$ cat src/design/lags_pkg.sv
// Shared constants, types and functions of the life generation stream.
package lags_pkg;

    localparam int WORD_CELLS  = 32;
    localparam int MAX_WORDS   = 8;
    localparam int MAX_ROWS    = 256;
    localparam int WORD_W      = (MAX_WORDS > 1) ? $clog2(MAX_WORDS) : 1;
    localparam int ROW_W       = (MAX_ROWS > 1) ? $clog2(MAX_ROWS) : 1;
    localparam int NW_W        = 4;
    localparam int NR_W        = 9;
    localparam int CFG_IDX_W   = 2;
    localparam int CFG_DATA_W  = NR_W;
    localparam int BANKS       = 3;
    localparam int BANK_W      = 2;
    localparam int MEM_DEPTH   = BANKS * MAX_WORDS;
    localparam int ADDR_W      = $clog2(MEM_DEPTH);
    localparam int QUEUE_DEPTH = 4;
    localparam int QPTR_W      = $clog2(QUEUE_DEPTH);
    localparam int QCNT_W      = $clog2(QUEUE_DEPTH + 1);

    localparam logic [CFG_IDX_W-1:0] CFG_WORDS = 2'd0;
    localparam logic [CFG_IDX_W-1:0] CFG_ROWS  = 2'd1;

    localparam logic [NW_W-1:0] NW_RESET = NW_W'((MAX_WORDS < 8) ? MAX_WORDS : 8);
    localparam logic [NR_W-1:0] NR_RESET = NR_W'((MAX_ROWS < 192) ? MAX_ROWS : 192);

    typedef enum logic [1:0] {
        FS_RUN   = 2'b01,
        FS_FLUSH = 2'b10
    } t_fstate;

    typedef struct packed {
        logic [WORD_CELLS-1:0] cells;
        logic [ROW_W-1:0]      row;
        logic [WORD_W-1:0]     step;
        logic                  use_up;
        logic                  use_mid;
        logic                  emit_prev;
        logic                  emit_last;
        logic                  frame_end;
        logic                  run_last;
    } t_token;

    typedef struct packed {
        logic [WORD_CELLS-1:0] u0;
        logic [WORD_CELLS-1:0] m0;
        logic [WORD_CELLS-1:0] d0;
        logic [WORD_CELLS-1:0] u1;
        logic [WORD_CELLS-1:0] m1;
        logic [WORD_CELLS-1:0] d1;
        logic                  u2;
        logic                  m2;
        logic                  d2;
        logic [ROW_W-1:0]      row;
        logic [WORD_W-1:0]     step;
        logic                  emit_prev;
        logic                  emit_last;
        logic                  frame_end;
        logic                  run_last;
    } t_entry;

    function automatic logic [ADDR_W-1:0] lags_addr(input logic [BANK_W-1:0] bank,
                                                   input logic [WORD_W-1:0] word);
        return ADDR_W'(bank) * ADDR_W'(MAX_WORDS) + ADDR_W'(word);
    endfunction

    function automatic logic [BANK_W-1:0] lags_bank_back(input logic [BANK_W-1:0] b,
                                                        input logic [BANK_W-1:0] k);
        logic [BANK_W:0] s;
        s = (BANK_W+1)'(b) + (BANK_W+1)'(BANKS) - (BANK_W+1)'(k);
        return (s >= (BANK_W+1)'(BANKS)) ? BANK_W'(s - (BANK_W+1)'(BANKS)) : BANK_W'(s);
    endfunction

    // bit 0 is the left neighbor cell, the top bit the right neighbor cell
    function automatic logic [WORD_CELLS-1:0] lags_life(input logic [WORD_CELLS+1:0] up,
                                                       input logic [WORD_CELLS+1:0] mid,
                                                       input logic [WORD_CELLS+1:0] dn);
        logic [3:0]            n;
        logic [WORD_CELLS-1:0] res;
        res = '0;
        for (int i = 0; i < WORD_CELLS; i++) begin
            n = 4'(up[i]) + 4'(up[i+1]) + 4'(up[i+2]) + 4'(mid[i]) + 4'(mid[i+2])
              + 4'(dn[i]) + 4'(dn[i+1]) + 4'(dn[i+2]);
            res[i] = (n == 4'd3) || (mid[i+1] && (n == 4'd2));
        end
        return res;
    endfunction

endpackage

$ cat src/design/lags_item_if.sv
// Input channel carrying one word of the current generation per beat.
interface lags_item_if import lags_pkg::*; ();
    logic                  valid;
    logic                  ready;
    logic [WORD_CELLS-1:0] cells;

    modport source (output valid, output cells, input ready);
    modport sink (input valid, input cells, output ready);
endinterface

$ cat src/design/lags_result_if.sv
// Output channel carrying one next-generation word per beat.
interface lags_result_if import lags_pkg::*; ();
    logic                  valid;
    logic                  ready;
    logic [WORD_CELLS-1:0] next_cells;
    logic [ROW_W-1:0]      out_row;
    logic [WORD_W-1:0]     out_word;
    logic                  frame_end;
    logic                  run_last;

    modport source (output valid, output next_cells, output out_row, output out_word,
                    output frame_end, output run_last, input ready);
    modport sink (input valid, input next_cells, input out_row, input out_word,
                  input frame_end, input run_last, output ready);
endinterface

$ cat src/design/lags_fifo.sv
// Short queue of neighborhood entries between the front and back parts.
module lags_fifo import lags_pkg::*; (
    input  logic              i_clk,
    input  logic              i_rst_n,
    input  logic              i_push,
    input  t_entry            i_wdata,
    input  logic              i_pop,
    output logic              o_valid,
    output t_entry            o_rdata,
    output logic [QCNT_W-1:0] o_count
);

    t_entry              r_mem [QUEUE_DEPTH];
    logic [QPTR_W-1:0]   r_wptr;
    logic [QPTR_W-1:0]   r_rptr;
    logic [QCNT_W-1:0]   r_count;
    logic                do_pop;

    assign do_pop  = i_pop && (r_count != '0);
    assign o_valid = (r_count != '0);
    assign o_rdata = r_mem[r_rptr];
    assign o_count = r_count;

    always_ff @(posedge i_clk) begin
        if (i_push) begin
            r_mem[r_wptr] <= i_wdata;
        end
    end

    always_ff @(posedge i_clk) begin
        if (!i_rst_n) begin
            r_wptr  <= '0;
            r_rptr  <= '0;
            r_count <= '0;
        end else begin
            if (i_push) begin
                r_wptr <= (r_wptr == QPTR_W'(QUEUE_DEPTH - 1)) ? '0 : r_wptr + QPTR_W'(1);
            end
            if (do_pop) begin
                r_rptr <= (r_rptr == QPTR_W'(QUEUE_DEPTH - 1)) ? '0 : r_rptr + QPTR_W'(1);
            end
            if (i_push && !do_pop) begin
                r_count <= r_count + QCNT_W'(1);
            end else if (!i_push && do_pop) begin
                r_count <= r_count - QCNT_W'(1);
            end
        end
    end

endmodule

$ cat src/design/lags_front.sv
// Front part: accepts beats, keeps the line buffers and builds neighborhood entries.
module lags_front import lags_pkg::*; (
    input  logic                  i_clk,
    input  logic                  i_rst_n,
    input  logic                  i_cfg_we,
    input  logic [CFG_IDX_W-1:0]  i_cfg_idx,
    input  logic [CFG_DATA_W-1:0] i_cfg_wdata,
    lags_item_if.sink             i_item,
    input  logic [QCNT_W-1:0]     i_q_count,
    output logic                  o_push,
    output t_entry                o_entry
);

    logic [WORD_CELLS-1:0] r_mem [MEM_DEPTH];
    logic [WORD_CELLS-1:0] r_rd0;
    logic [WORD_CELLS-1:0] r_rd1;

    logic [NW_W-1:0]       r_nw;
    logic [NR_W-1:0]       r_rows;
    logic [ROW_W-1:0]      r_row;
    logic [WORD_W-1:0]     r_word;
    logic [ROW_W-1:0]      r_frow;
    logic [WORD_W-1:0]     r_fcol;
    logic                  r_fup;
    logic [BANK_W-1:0]     r_bank;
    t_fstate               r_state;

    logic                  r_b_valid;
    t_token                r_b;
    t_token                n_b;

    logic [WORD_CELLS-1:0] r_pu, r_pm, r_pd;
    logic                  r_qu, r_qm, r_qd;

    logic                  space_ok;
    logic                  accept;
    logic                  flush_go;
    logic                  word_last;
    logic                  row_last;
    logic                  fcol_last;
    logic                  row_ge1;
    logic                  row_ge2;
    logic [BANK_W-1:0]     bank_mid;
    logic [BANK_W-1:0]     bank_up;
    logic [ADDR_W-1:0]     rd_addr0;
    logic [ADDR_W-1:0]     rd_addr1;
    logic [ADDR_W-1:0]     wr_addr;
    logic [NW_W-1:0]       nw_sat;
    logic [NR_W-1:0]       rows_sat;
    logic                  first;
    logic [WORD_CELLS-1:0] nu, nm, nd;
    logic [WORD_CELLS-1:0] pu, pm, pd;

    assign space_ok  = (QCNT_W'(i_q_count) + QCNT_W'(r_b_valid)) < QCNT_W'(QUEUE_DEPTH);
    assign i_item.ready = (r_state == FS_RUN) && space_ok;
    assign accept    = i_item.valid && i_item.ready;
    assign flush_go  = (r_state == FS_FLUSH) && space_ok;

    assign word_last = (NW_W'(r_word) + NW_W'(1)) >= r_nw;
    assign row_last  = (NR_W'(r_row) + NR_W'(1)) >= r_rows;
    assign fcol_last = (NW_W'(r_fcol) + NW_W'(1)) >= r_nw;
    assign row_ge1   = (r_row != '0);
    assign row_ge2   = (r_row > ROW_W'(1));

    assign bank_mid  = lags_bank_back(r_bank, BANK_W'(1));
    assign bank_up   = lags_bank_back(r_bank, BANK_W'(2));
    assign rd_addr0  = (r_state == FS_FLUSH) ? lags_addr(bank_mid, r_fcol)
                                             : lags_addr(bank_up, r_word);
    assign rd_addr1  = (r_state == FS_FLUSH) ? lags_addr(r_bank, r_fcol)
                                             : lags_addr(bank_mid, r_word);
    assign wr_addr   = lags_addr(r_bank, r_word);

    always_comb begin
        nw_sat = i_cfg_wdata[NW_W-1:0];
        if (nw_sat == '0) begin
            nw_sat = NW_W'(1);
        end else if (nw_sat > NW_W'(MAX_WORDS)) begin
            nw_sat = NW_W'(MAX_WORDS);
        end
        rows_sat = i_cfg_wdata[NR_W-1:0];
        if (rows_sat == '0) begin
            rows_sat = NR_W'(1);
        end else if (rows_sat > NR_W'(MAX_ROWS)) begin
            rows_sat = NR_W'(MAX_ROWS);
        end
    end

    always_comb begin
        if (r_state == FS_FLUSH) begin
            n_b.cells     = '0;
            n_b.row       = r_frow;
            n_b.step      = r_fcol;
            n_b.use_up    = r_fup;
            n_b.use_mid   = 1'b1;
            n_b.emit_prev = (r_fcol != '0);
            n_b.emit_last = fcol_last;
            n_b.frame_end = fcol_last;
            n_b.run_last  = fcol_last;
        end else begin
            n_b.cells     = i_item.cells;
            n_b.row       = r_row - ROW_W'(1);
            n_b.step      = r_word;
            n_b.use_up    = row_ge2;
            n_b.use_mid   = row_ge1;
            n_b.emit_prev = row_ge1 && (r_word != '0);
            n_b.emit_last = row_ge1 && word_last;
            n_b.frame_end = 1'b0;
            n_b.run_last  = !(word_last && row_last);
        end
    end

    always_ff @(posedge i_clk) begin
        if (accept) begin
            r_mem[wr_addr] <= i_item.cells;
        end
        r_rd0 <= r_mem[rd_addr0];
        r_rd1 <= r_mem[rd_addr1];
    end

    always_ff @(posedge i_clk) begin
        if (!i_rst_n) begin
            r_nw      <= NW_RESET;
            r_rows    <= NR_RESET;
            r_row     <= '0;
            r_word    <= '0;
            r_fcol    <= '0;
            r_frow    <= '0;
            r_fup     <= 1'b0;
            r_bank    <= '0;
            r_state   <= FS_RUN;
            r_b_valid <= 1'b0;
        end else begin
            r_b_valid <= accept || flush_go;
            if (i_cfg_we) begin
                case (i_cfg_idx)
                    CFG_WORDS: begin
                        r_nw   <= nw_sat;
                        r_row  <= '0;
                        r_word <= '0;
                    end
                    CFG_ROWS: begin
                        r_rows <= rows_sat;
                        r_row  <= '0;
                        r_word <= '0;
                    end
                    default: begin
                    end
                endcase
            end else if (accept) begin
                if (word_last) begin
                    r_word <= '0;
                    if (row_last) begin
                        r_row   <= '0;
                        r_state <= FS_FLUSH;
                        r_fcol  <= '0;
                        r_frow  <= r_row;
                        r_fup   <= row_ge1;
                    end else begin
                        r_row  <= r_row + ROW_W'(1);
                        r_bank <= bank_up;
                    end
                end else begin
                    r_word <= r_word + WORD_W'(1);
                end
            end else if (flush_go) begin
                if (fcol_last) begin
                    r_state <= FS_RUN;
                end else begin
                    r_fcol <= r_fcol + WORD_W'(1);
                end
            end
        end
    end

    always_ff @(posedge i_clk) begin
        if (accept || flush_go) begin
            r_b <= n_b;
        end
    end

    assign nu    = r_b.use_up ? r_rd0 : '0;
    assign nm    = r_b.use_mid ? r_rd1 : '0;
    assign nd    = r_b.cells;
    assign first = (r_b.step == '0);
    assign pu    = first ? '0 : r_pu;
    assign pm    = first ? '0 : r_pm;
    assign pd    = first ? '0 : r_pd;

    always_ff @(posedge i_clk) begin
        if (r_b_valid) begin
            r_pu <= nu;
            r_pm <= nm;
            r_pd <= nd;
            r_qu <= pu[WORD_CELLS-1];
            r_qm <= pm[WORD_CELLS-1];
            r_qd <= pd[WORD_CELLS-1];
        end
    end

    always_comb begin
        o_entry.u0        = nu;
        o_entry.m0        = nm;
        o_entry.d0        = nd;
        o_entry.u1        = pu;
        o_entry.m1        = pm;
        o_entry.d1        = pd;
        o_entry.u2        = !first && r_qu;
        o_entry.m2        = !first && r_qm;
        o_entry.d2        = !first && r_qd;
        o_entry.row       = r_b.row;
        o_entry.step      = r_b.step;
        o_entry.emit_prev = r_b.emit_prev;
        o_entry.emit_last = r_b.emit_last;
        o_entry.frame_end = r_b.frame_end;
        o_entry.run_last  = r_b.run_last;
    end

    assign o_push = r_b_valid && (r_b.emit_prev || r_b.emit_last);

endmodule

$ cat src/design/lags_back.sv
// Back part: applies the B3/S23 rule to queued neighborhoods and drives the output register.
module lags_back import lags_pkg::*; (
    input  logic           i_clk,
    input  logic           i_rst_n,
    input  logic           i_q_valid,
    input  t_entry         i_head,
    output logic           o_pop,
    lags_result_if.source  o_result
);

    logic                  r_ov;
    logic                  r_done_a;
    logic [WORD_CELLS-1:0] r_next;
    logic [ROW_W-1:0]      r_row;
    logic [WORD_W-1:0]     r_word;
    logic                  r_fe;
    logic                  r_rl;

    logic                  job_a;
    logic                  load;
    logic [WORD_CELLS+1:0] up, mid, dn;

    assign job_a = i_head.emit_prev && !r_done_a;
    assign load  = i_q_valid && (!r_ov || o_result.ready);
    assign o_pop = load && !(job_a && i_head.emit_last);

    always_comb begin
        if (job_a) begin
            up  = {i_head.u0[0], i_head.u1, i_head.u2};
            mid = {i_head.m0[0], i_head.m1, i_head.m2};
            dn  = {i_head.d0[0], i_head.d1, i_head.d2};
        end else begin
            up  = {1'b0, i_head.u0, i_head.u1[WORD_CELLS-1]};
            mid = {1'b0, i_head.m0, i_head.m1[WORD_CELLS-1]};
            dn  = {1'b0, i_head.d0, i_head.d1[WORD_CELLS-1]};
        end
    end

    always_ff @(posedge i_clk) begin
        if (!i_rst_n) begin
            r_ov     <= 1'b0;
            r_done_a <= 1'b0;
        end else if (load) begin
            r_ov     <= 1'b1;
            r_done_a <= job_a && i_head.emit_last;
        end else if (o_result.ready) begin
            r_ov <= 1'b0;
        end
    end

    always_ff @(posedge i_clk) begin
        if (load) begin
            r_next <= lags_life(up, mid, dn);
            r_row  <= i_head.row;
            r_word <= job_a ? i_head.step - WORD_W'(1) : i_head.step;
            r_fe   <= !job_a && i_head.frame_end;
            r_rl   <= job_a ? (i_head.run_last && !i_head.emit_last) : i_head.run_last;
        end
    end

    assign o_result.valid      = r_ov;
    assign o_result.next_cells = r_next;
    assign o_result.out_row    = r_row;
    assign o_result.out_word   = r_word;
    assign o_result.frame_end  = r_fe;
    assign o_result.run_last   = r_rl;

endmodule

$ cat src/design/life_automaton_generation_stream.sv
// Top level: streaming one-generation Conway B3/S23 engine over a raster bit grid.
// Path: an accepted input beat is registered in the front token register, then queued,
// then registered in the back output register; a pair of beats comes from one entry.
// Throughput: one input beat per cycle while the queue has room, one result beat per
// cycle while the output is ready, set by the back part's single rule unit; after a frame's
// last beat the front sweeps the final row from its two buffer read ports, taking no beat.
// Reset: counters zero, words_per_row 8, row_total 192; line buffers are not cleared.
module life_automaton_generation_stream import lags_pkg::*; (
    input  logic                  i_clk,
    input  logic                  i_rst_n,
    input  logic                  i_cfg_we,
    input  logic [CFG_IDX_W-1:0]  i_cfg_idx,
    input  logic [CFG_DATA_W-1:0] i_cfg_wdata,
    lags_item_if.sink             i_item,
    lags_result_if.source         o_result
);

    logic              q_push;
    t_entry            q_wdata;
    logic              q_pop;
    logic              q_valid;
    t_entry            q_head;
    logic [QCNT_W-1:0] q_count;

    lags_front u_front (
        .i_clk       (i_clk),
        .i_rst_n     (i_rst_n),
        .i_cfg_we    (i_cfg_we),
        .i_cfg_idx   (i_cfg_idx),
        .i_cfg_wdata (i_cfg_wdata),
        .i_item      (i_item),
        .i_q_count   (q_count),
        .o_push      (q_push),
        .o_entry     (q_wdata)
    );

    lags_fifo u_fifo (
        .i_clk   (i_clk),
        .i_rst_n (i_rst_n),
        .i_push  (q_push),
        .i_wdata (q_wdata),
        .i_pop   (q_pop),
        .o_valid (q_valid),
        .o_rdata (q_head),
        .o_count (q_count)
    );

    lags_back u_back (
        .i_clk     (i_clk),
        .i_rst_n   (i_rst_n),
        .i_q_valid (q_valid),
        .i_head    (q_head),
        .o_pop     (q_pop),
        .o_result  (o_result)
    );

    a_no_push_full: assert property (@(posedge i_clk) disable iff (!i_rst_n)
        q_push |-> (q_count < QCNT_W'(QUEUE_DEPTH)) || q_pop)
        else $error("entry pushed into a full queue");

    a_frame_end_last: assert property (@(posedge i_clk) disable iff (!i_rst_n)
        o_result.valid && o_result.frame_end |-> o_result.run_last)
        else $error("frame end beat is not the last of its run");

    a_pop_valid: assert property (@(posedge i_clk) disable iff (!i_rst_n)
        q_pop |-> q_valid)
        else $error("pop from an empty queue");

endmodule
$ cat src/flat_wrapper.sv
// flat-port wrapper written by rule: the top's interface ports become plain ports
module life_automaton_generation_stream_flat import lags_pkg::*;
  (i_clk, i_rst_n, i_cfg_we, i_cfg_idx, i_cfg_wdata, i_item_valid, i_item_cells, i_item_ready, o_result_valid, o_result_next_cells, o_result_out_row, o_result_out_word, o_result_frame_end, o_result_run_last, o_result_ready);
  lags_item_if i_item_i ();
  lags_result_if o_result_i ();
  input  logic i_clk;
  input  logic i_rst_n;
  input  logic i_cfg_we;
  input  logic [CFG_IDX_W-1:0] i_cfg_idx;
  input  logic [CFG_DATA_W-1:0] i_cfg_wdata;
  input wire logic [$bits(i_item_i.valid)-1:0] i_item_valid;
  input wire logic [$bits(i_item_i.cells)-1:0] i_item_cells;
  output wire logic [$bits(i_item_i.ready)-1:0] i_item_ready;
  output wire logic [$bits(o_result_i.valid)-1:0] o_result_valid;
  output wire logic [$bits(o_result_i.next_cells)-1:0] o_result_next_cells;
  output wire logic [$bits(o_result_i.out_row)-1:0] o_result_out_row;
  output wire logic [$bits(o_result_i.out_word)-1:0] o_result_out_word;
  output wire logic [$bits(o_result_i.frame_end)-1:0] o_result_frame_end;
  output wire logic [$bits(o_result_i.run_last)-1:0] o_result_run_last;
  input wire logic [$bits(o_result_i.ready)-1:0] o_result_ready;
  assign i_item_i.valid = i_item_valid;
  assign i_item_i.cells = i_item_cells;
  assign i_item_ready = i_item_i.ready;
  assign o_result_valid = o_result_i.valid;
  assign o_result_next_cells = o_result_i.next_cells;
  assign o_result_out_row = o_result_i.out_row;
  assign o_result_out_word = o_result_i.out_word;
  assign o_result_frame_end = o_result_i.frame_end;
  assign o_result_run_last = o_result_i.run_last;
  assign o_result_i.ready = o_result_ready;
  life_automaton_generation_stream u_core (.i_clk(i_clk), .i_rst_n(i_rst_n), .i_cfg_we(i_cfg_we), .i_cfg_idx(i_cfg_idx), .i_cfg_wdata(i_cfg_wdata), .i_item(i_item_i), .o_result(o_result_i));
endmodule
$ cat config.mk
export PLATFORM = sky130hd
export DESIGN_NAME = life_automaton_generation_stream_flat
export DESIGN_NICKNAME = d
export VERILOG_FILES = /design/src/design/lags_pkg.sv /design/src/design/lags_item_if.sv /design/src/design/lags_result_if.sv /design/src/design/lags_fifo.sv /design/src/design/lags_front.sv /design/src/design/lags_back.sv /design/src/design/life_automaton_generation_stream.sv /design/src/flat_wrapper.sv
export SDC_FILE = /design/constraint.sdc
export NUM_CORES = 2
export LEC_CHECK = 0
export BUFFER_PORTS_ARGS = -buffer_cell sky130_fd_sc_hd__buf_2
export CORE_ASPECT_RATIO = 1.2
export CORE_MARGIN = 10
export CORE_UTILIZATION = 55
export DETAILED_ROUTE_END_ITERATION = 10
export PLACE_DENSITY = 0.71
export SYNTH_ARGS = -nofsm -noshare
export SYNTH_HDL_FRONTEND = slang
export SYNTH_SLANG_ARGS = --single-unit
$ cat constraint.sdc
create_clock -name i_clk -period 9.9 [get_ports i_clk]
set_input_delay 0.495 -clock i_clk [delete_from_list [all_inputs] [get_ports i_clk]]
set_output_delay 0.495 -clock i_clk [all_outputs]
set_load 0.03 [all_outputs]
# Yosys cells after proc, flatten, opt, wreduce, memory -nomap -nowiden
# Memories as Yosys holds them, arrays and structs flattened. A register that Yosys moved wholly into a read port is not among the register bits.
# Index checks and enable logic that the tools add are counted.
# totals
mem_bits_rw	1608
in_bits	48
word_cells	536
n_memories	2
out_inout_bits	47
latchBits	0
register_bits	243
rom_bits	0
# classes
n_eq_ne	73
bitwise	2
multipliers	0
n_reduce_logical	118
addsub	247
n_shift	0
div	0
n_lt_le_gt_ge	9
n_mux	50
# memory_table
name	depth	width	rd	rd_ports_with_merged_regs	write_ports	line_no	text
u_core.u_fifo.r_mem	4	210	1	1	1	lags_fifo.sv:13	t_entry r_mem [QUEUE_DEPTH];
u_core.u_front.r_mem	24	32	2	2	1	lags_front.sv:14	logic [WORD_CELLS-1:0] r_mem [MEM_DEPTH];
# ops
cell	count
4-bit by 1-bit adder with 4-bit output	128
4-bit by 2-bit equality test with 1-bit output, second input constant	64
32-bit two-way mux	5
3-bit by 1-bit adder with 4-bit output	32
34-bit two-way mux	3
2-bit by 1-bit adder with 3-bit output	32
1-bit by 1-bit adder with 2-bit output	32
1-bit logical AND	51
8-bit two-way mux	5
3-bit two-way mux	12
1-bit logical OR	35
5-bit by 3-bit adder with 5-bit output	5
2-bit two-way mux	11
9-bit two-way mux	2
17-bit two-way mux	1
2-bit nonzero test	6
5-bit two-way mux	2
5-bit AND reduction	2
3-bit by 1-bit adder with 3-bit output, second input constant	3
8-bit by 1-bit adder with 9-bit output, second input constant	1
9-bit >= comparator	1
9-bit > comparator, second input constant	1
1-bit logical NOT	9
9-bit logical NOT	1
other kinds (30)	55

# Logic depth before layout (Yosys ltp)
# logic_depth
ltp_word	13
depth_mapped	20
mapped_depth_nobuf	15

# Cells and area by module
# From an unflattened synthesis, not the netlist that was laid out.
# unflattened
cells_unflattened	5082
hier_area_um2	81139.1
# by_module_without_submodules
module	seq_area_each_um2	n_inst	area_per_inst_um2	cells_per_inst
lags_front	29608.4	1	41183.2	3001
lags_fifo	25404.4	1	30976.0	1142
lags_back	1391.3	1	8979.9	939

# Worst setup path before layout
# Ideal clock, no wire load.
# synth_timing
path_type	register to register
from	register u_core.u_front.r_b_valid
to	memory u_core.u_fifo.r_mem[0][0] in the netlist's numbering (enable)
path_buffers	1
synth_period_minus_slack_ps	8425
setup_time_ps	597
arrival_ps	7829
stages_incl_launch_ff	4
path_slack_ps	1475
cell_sequence	dfxtp_1 > o21a_1 > clkbuf_1 > and2_1
# synth_via
elab_chain_len	3
# synth_lines
item	line_no	text
from (decl)	lags_front.sv:28	logic r_b_valid;
from (signal assigned)	lags_front.sv:133	r_b_valid <= accept || flush_go;
1-bit logical AND	lags_front.sv:218	assign o_push = r_b_valid && (r_b.emit_prev || r_b.emit_last);
via u_core.q_push	life_automaton_generation_stream.sv:18	logic q_push;
1-bit two-way mux	lags_fifo.sv:25	if (i_push) begin
1-bit two-way mux (implied by the code)	lags_fifo.sv:26	r_mem[r_wptr] <= i_wdata;
to (decl)	lags_fifo.sv:13	
# The timed path passes the listed nets, and every way through them passes these cells.

==> out/results.ini <==
[power_and_ir_drop]
sw_frac_of_total_pct=32.3
internal_power_mw=17.8
power_frac_seq_pct=37.7
net-switching-power_mw=8.49
clock_power_share_pct=26.3
combPwrFrac_pct=36.0
leakagePower_nw=30.2
vdd_ir_drop_max_v=0.000212
power.density_mw_per_mm2=296

[place]
portBuffers=94
pre_cts_slack_ns=3.94
dp_hpwl_um=99500
gp_congestion=0.782
dp_cells=6837

[synthesis]
synth-async-reset-ratio_pct=0
synth_top_area_share_pct=67.5
synth_commonest_cells=edfxtp_1, nand2_1, inv_1
synth_top_area_cell=edfxtp_1
synth_most_common_cell=edfxtp_1
synth.distinct_cells=69
synth_edf_count=1801
syn_nets=5290
ys.warnings.count=0
syn_area_mm2=0.0802
synth_area_leaders=edfxtp_1, mux4_2, nand2_1, dfxtp_1, fa_1
yosysSeqAreaShare_pct=70.4
ys.flop_type=edfxtp_1
syn_inst=5010
synth_seq_cells=1917
avgSynthCellArea_um2=16.0

[clocking]
ctsHoldBuffers=10
clk_pin_slew_ns=0.06
cts_resized=0
clock-sinks=1917
cts_tree=done
post_cts_buffers=0
cts_made_buffers=181
clock_latency_ns=0.81
cts.path.max_buffers=3
htreeDepth=4
root_buffer=clkbuf_16

[worst_setup_path]
crit_arrival_ns=6.37
path_class=flop to flop
cp_max_fo=51
critPathLaunchType=flop
endpoint_kind=flop
cp.required_ns=10.51

[sta]
finalMaxSlewViolations=0
worstMarginPinSlew_ns=1.27
clock_skew_ns=0.0324
slew_headroom_pct=14.6
rsz0062_at_grt=no
fin_tns_setup_ns=0
setup_viol=0
fmax_ghz=0.174
period_share_pct=58.2
hold_viol=0
fin_ws_ns=4.14
fin_crit_ns=5.76

[global_route]
grt_usage_pct=21.7
antenna_found_initial=11
grt_max_degree=174
grt.overflow.total=0
grt_pass1_wl_um=270000
first_global_vias=44195

[route]
ant_nets=0
top_layer_used=met5
wl_met3_um=11600
wl_met2_um=87800
via_count=43234
viasPerCell=6.02
wire_per_inst_um=24.6
drc=0
drt-initial-drc-count=4147
detailedRoute.firstPassIterationCount=5
wl_met1_um=72800
totalWireLength_um=177000

[layout]
synthToLayoutAreaGrowth_pct=10.8
drive_above_1_share_pct=14.4
nFillCells=10418
nets=5373
layoutNonFillerInstCount=7187
post-route-util_pct=61.3

[run_status]
status=complete, no violations

[floorplan]
chipWidth_um=369
num_rows=153
die_y_um=438
core_mm2=0.145
io_pins=95
die_area_mm2=0.161
start_util_pct=55.3

[flow_run]
drv_cap=0

[worst_hold_path]
worstHoldPathType=input pin to flop

[logic make-up (layout without fill, tap and decap cells)]
| family | after synthesis | after routing | share of synthesized area, % |
|---|---|---|---|
| buffers and inverters | 564 | 801 | 2.95 |
| other | 0 | 3 | 0 |
| AND/OR/NAND/NOR | 1228 | 1228 | 6.95 |
| adder cells (fa/ha/maj) | 232 | 232 | 4.55 |
| AO/OA/AOI/OAI | 645 | 645 | 6.25 |
| flip-flops | 1917 | 1917 | 70.4 |
| XOR/XNOR | 64 | 64 | 0.699 |
| multiplexers | 360 | 360 | 8.23 |
[power groups by stage]
stage | Clock (mW) | Sequential [mW] | Combinational (mW)
global placement | 0 | 10.0 | 9.03
CTS | 7.00 | 9.89 | 9.58
global route | 7.31 | 9.92 | 10.8
detailed placement | 0 | 10.1 | 9.54
finish | 6.90 | 9.89 | 9.46
floorplan | 0 | 10.2 | 7.26
[final cells by class]
| class | instances | area, um2 | share of cell area, % |
|---|---|---|---|
| well taps | 1937 | 2420 | 2.73 |
| diodes | 3 | 7.51 | 0.00846 |
| multi-input cells | 2529 | 21700 | 24.4 |
| inverters | 287 | 1080 | 1.22 |
| flip-flops and latches | 1917 | 56400 | 63.5 |
| clock buffers | 229 | 4900 | 5.51 |
| clock inverters | 108 | 1030 | 1.16 |
| repair buffers | 177 | 1220 | 1.37 |
[metrics by stage]
stage / cell area, um2 / power (mW) / hold slack (ns)
3_3_place_gp: 82800 / 19.1 / 0.461
6_report: 88800 / 26.2 / 0.0639
5_1_grt: 88800 / 28.0 / 0.0478
2_1_floorplan: 80200 / 17.4 / 0.450
3_5_place_dp: 82800 / 19.6 / 0.468
4_1_cts: 88800 / 26.5 / 0.000803
[registers in the layout, summed over array words and instances, names as in the netlist, 4 cells and up, named ones only]
| register | flops |
|---|---|
| u_core.u_fifo.r_mem | 840 |
| u_core.u_front.r_mem | 768 |
| u_core.u_back.o_result.next_cells | 32 |
| u_core.u_front.nd | 32 |
| u_core.u_front.r_pd | 32 |
| u_core.u_front.r_pm | 32 |
| u_core.u_front.r_pu | 32 |
| u_core.u_front.r_rd0 | 32 |
| u_core.u_front.r_rd1 | 32 |
| u_core.u_front.o_entry | 15 |
| u_core.u_front.r_rows | 9 |
| u_core.u_back.o_result.out_row | 8 |
| u_core.u_front.r_frow | 8 |
| u_core.u_front.r_row | 8 |
| u_core.u_front.r_nw | 4 |
[path summary, 6_finish.rpt]
path / slack [ns] / depth (start not counted) / from / end
worst max-delay path: 4.14 / 15 / flop / u_core.u_back.o_result.next_cells[6]
worst min-delay path: 0.06 / 3 / i_cfg_idx[0] / u_core.u_front.r_nw[2]
worst max register to register: 4.14 / 15 / flop / u_core.u_back.o_result.next_cells[6]
worst min register to register: 0.48 / 2 / u_core.u_front.r_frow[2] / u_core.u_front.r_frow[2]
[critical path, stage by stage (launching register included)]
cell	delay (ns)
dfxtp_4	0.67
mux4_2	0.33
nor2b_4	0.80
buf_12	0.40
mux4_2	0.40
mux2i_4	0.29
xnor2_1	0.14
ha_1	0.28
inv_1	0.05
fa_1	0.50
fa_1	0.59
nor2_1	0.08
fa_1	0.41
o21ai_0	0.19
nand2_1	0.07
a221oi_1	0.27
[layout by cell type (no fill, tap or decap), drive strengths merged, types with 8 or more instances in the layout]
cell         instances
mux2                11
mux2i              140
dfxtp              116
clkbuf             229
clkinv              76
o21bai              30
o221a               16
nor3b               20
nand3               18
mux4               209
nor3                15
bufinv              16
and2               105
o221ai             124
o21ai               50
fa                  99
buf                167
a21oi               46
a211oi             212
nand2              749
edfxtp            1801
a32oi               62
xor2                38
clkinvlp             8
nor4                34
inv                295
nor2b              134
a2111oi             64
xnor2               26
ha                 133
nor2               111
dlygate4sd3         10
nand2b              15
[routing by layer]
layer  global-route usage [%]  vias up
met5                        0        -
met4                     6.37       10
met3                     3.93      342
met2                     36.6     1448
met1                     28.8    22181
li1                         -    19253
(Power assumes the default switching activity.)
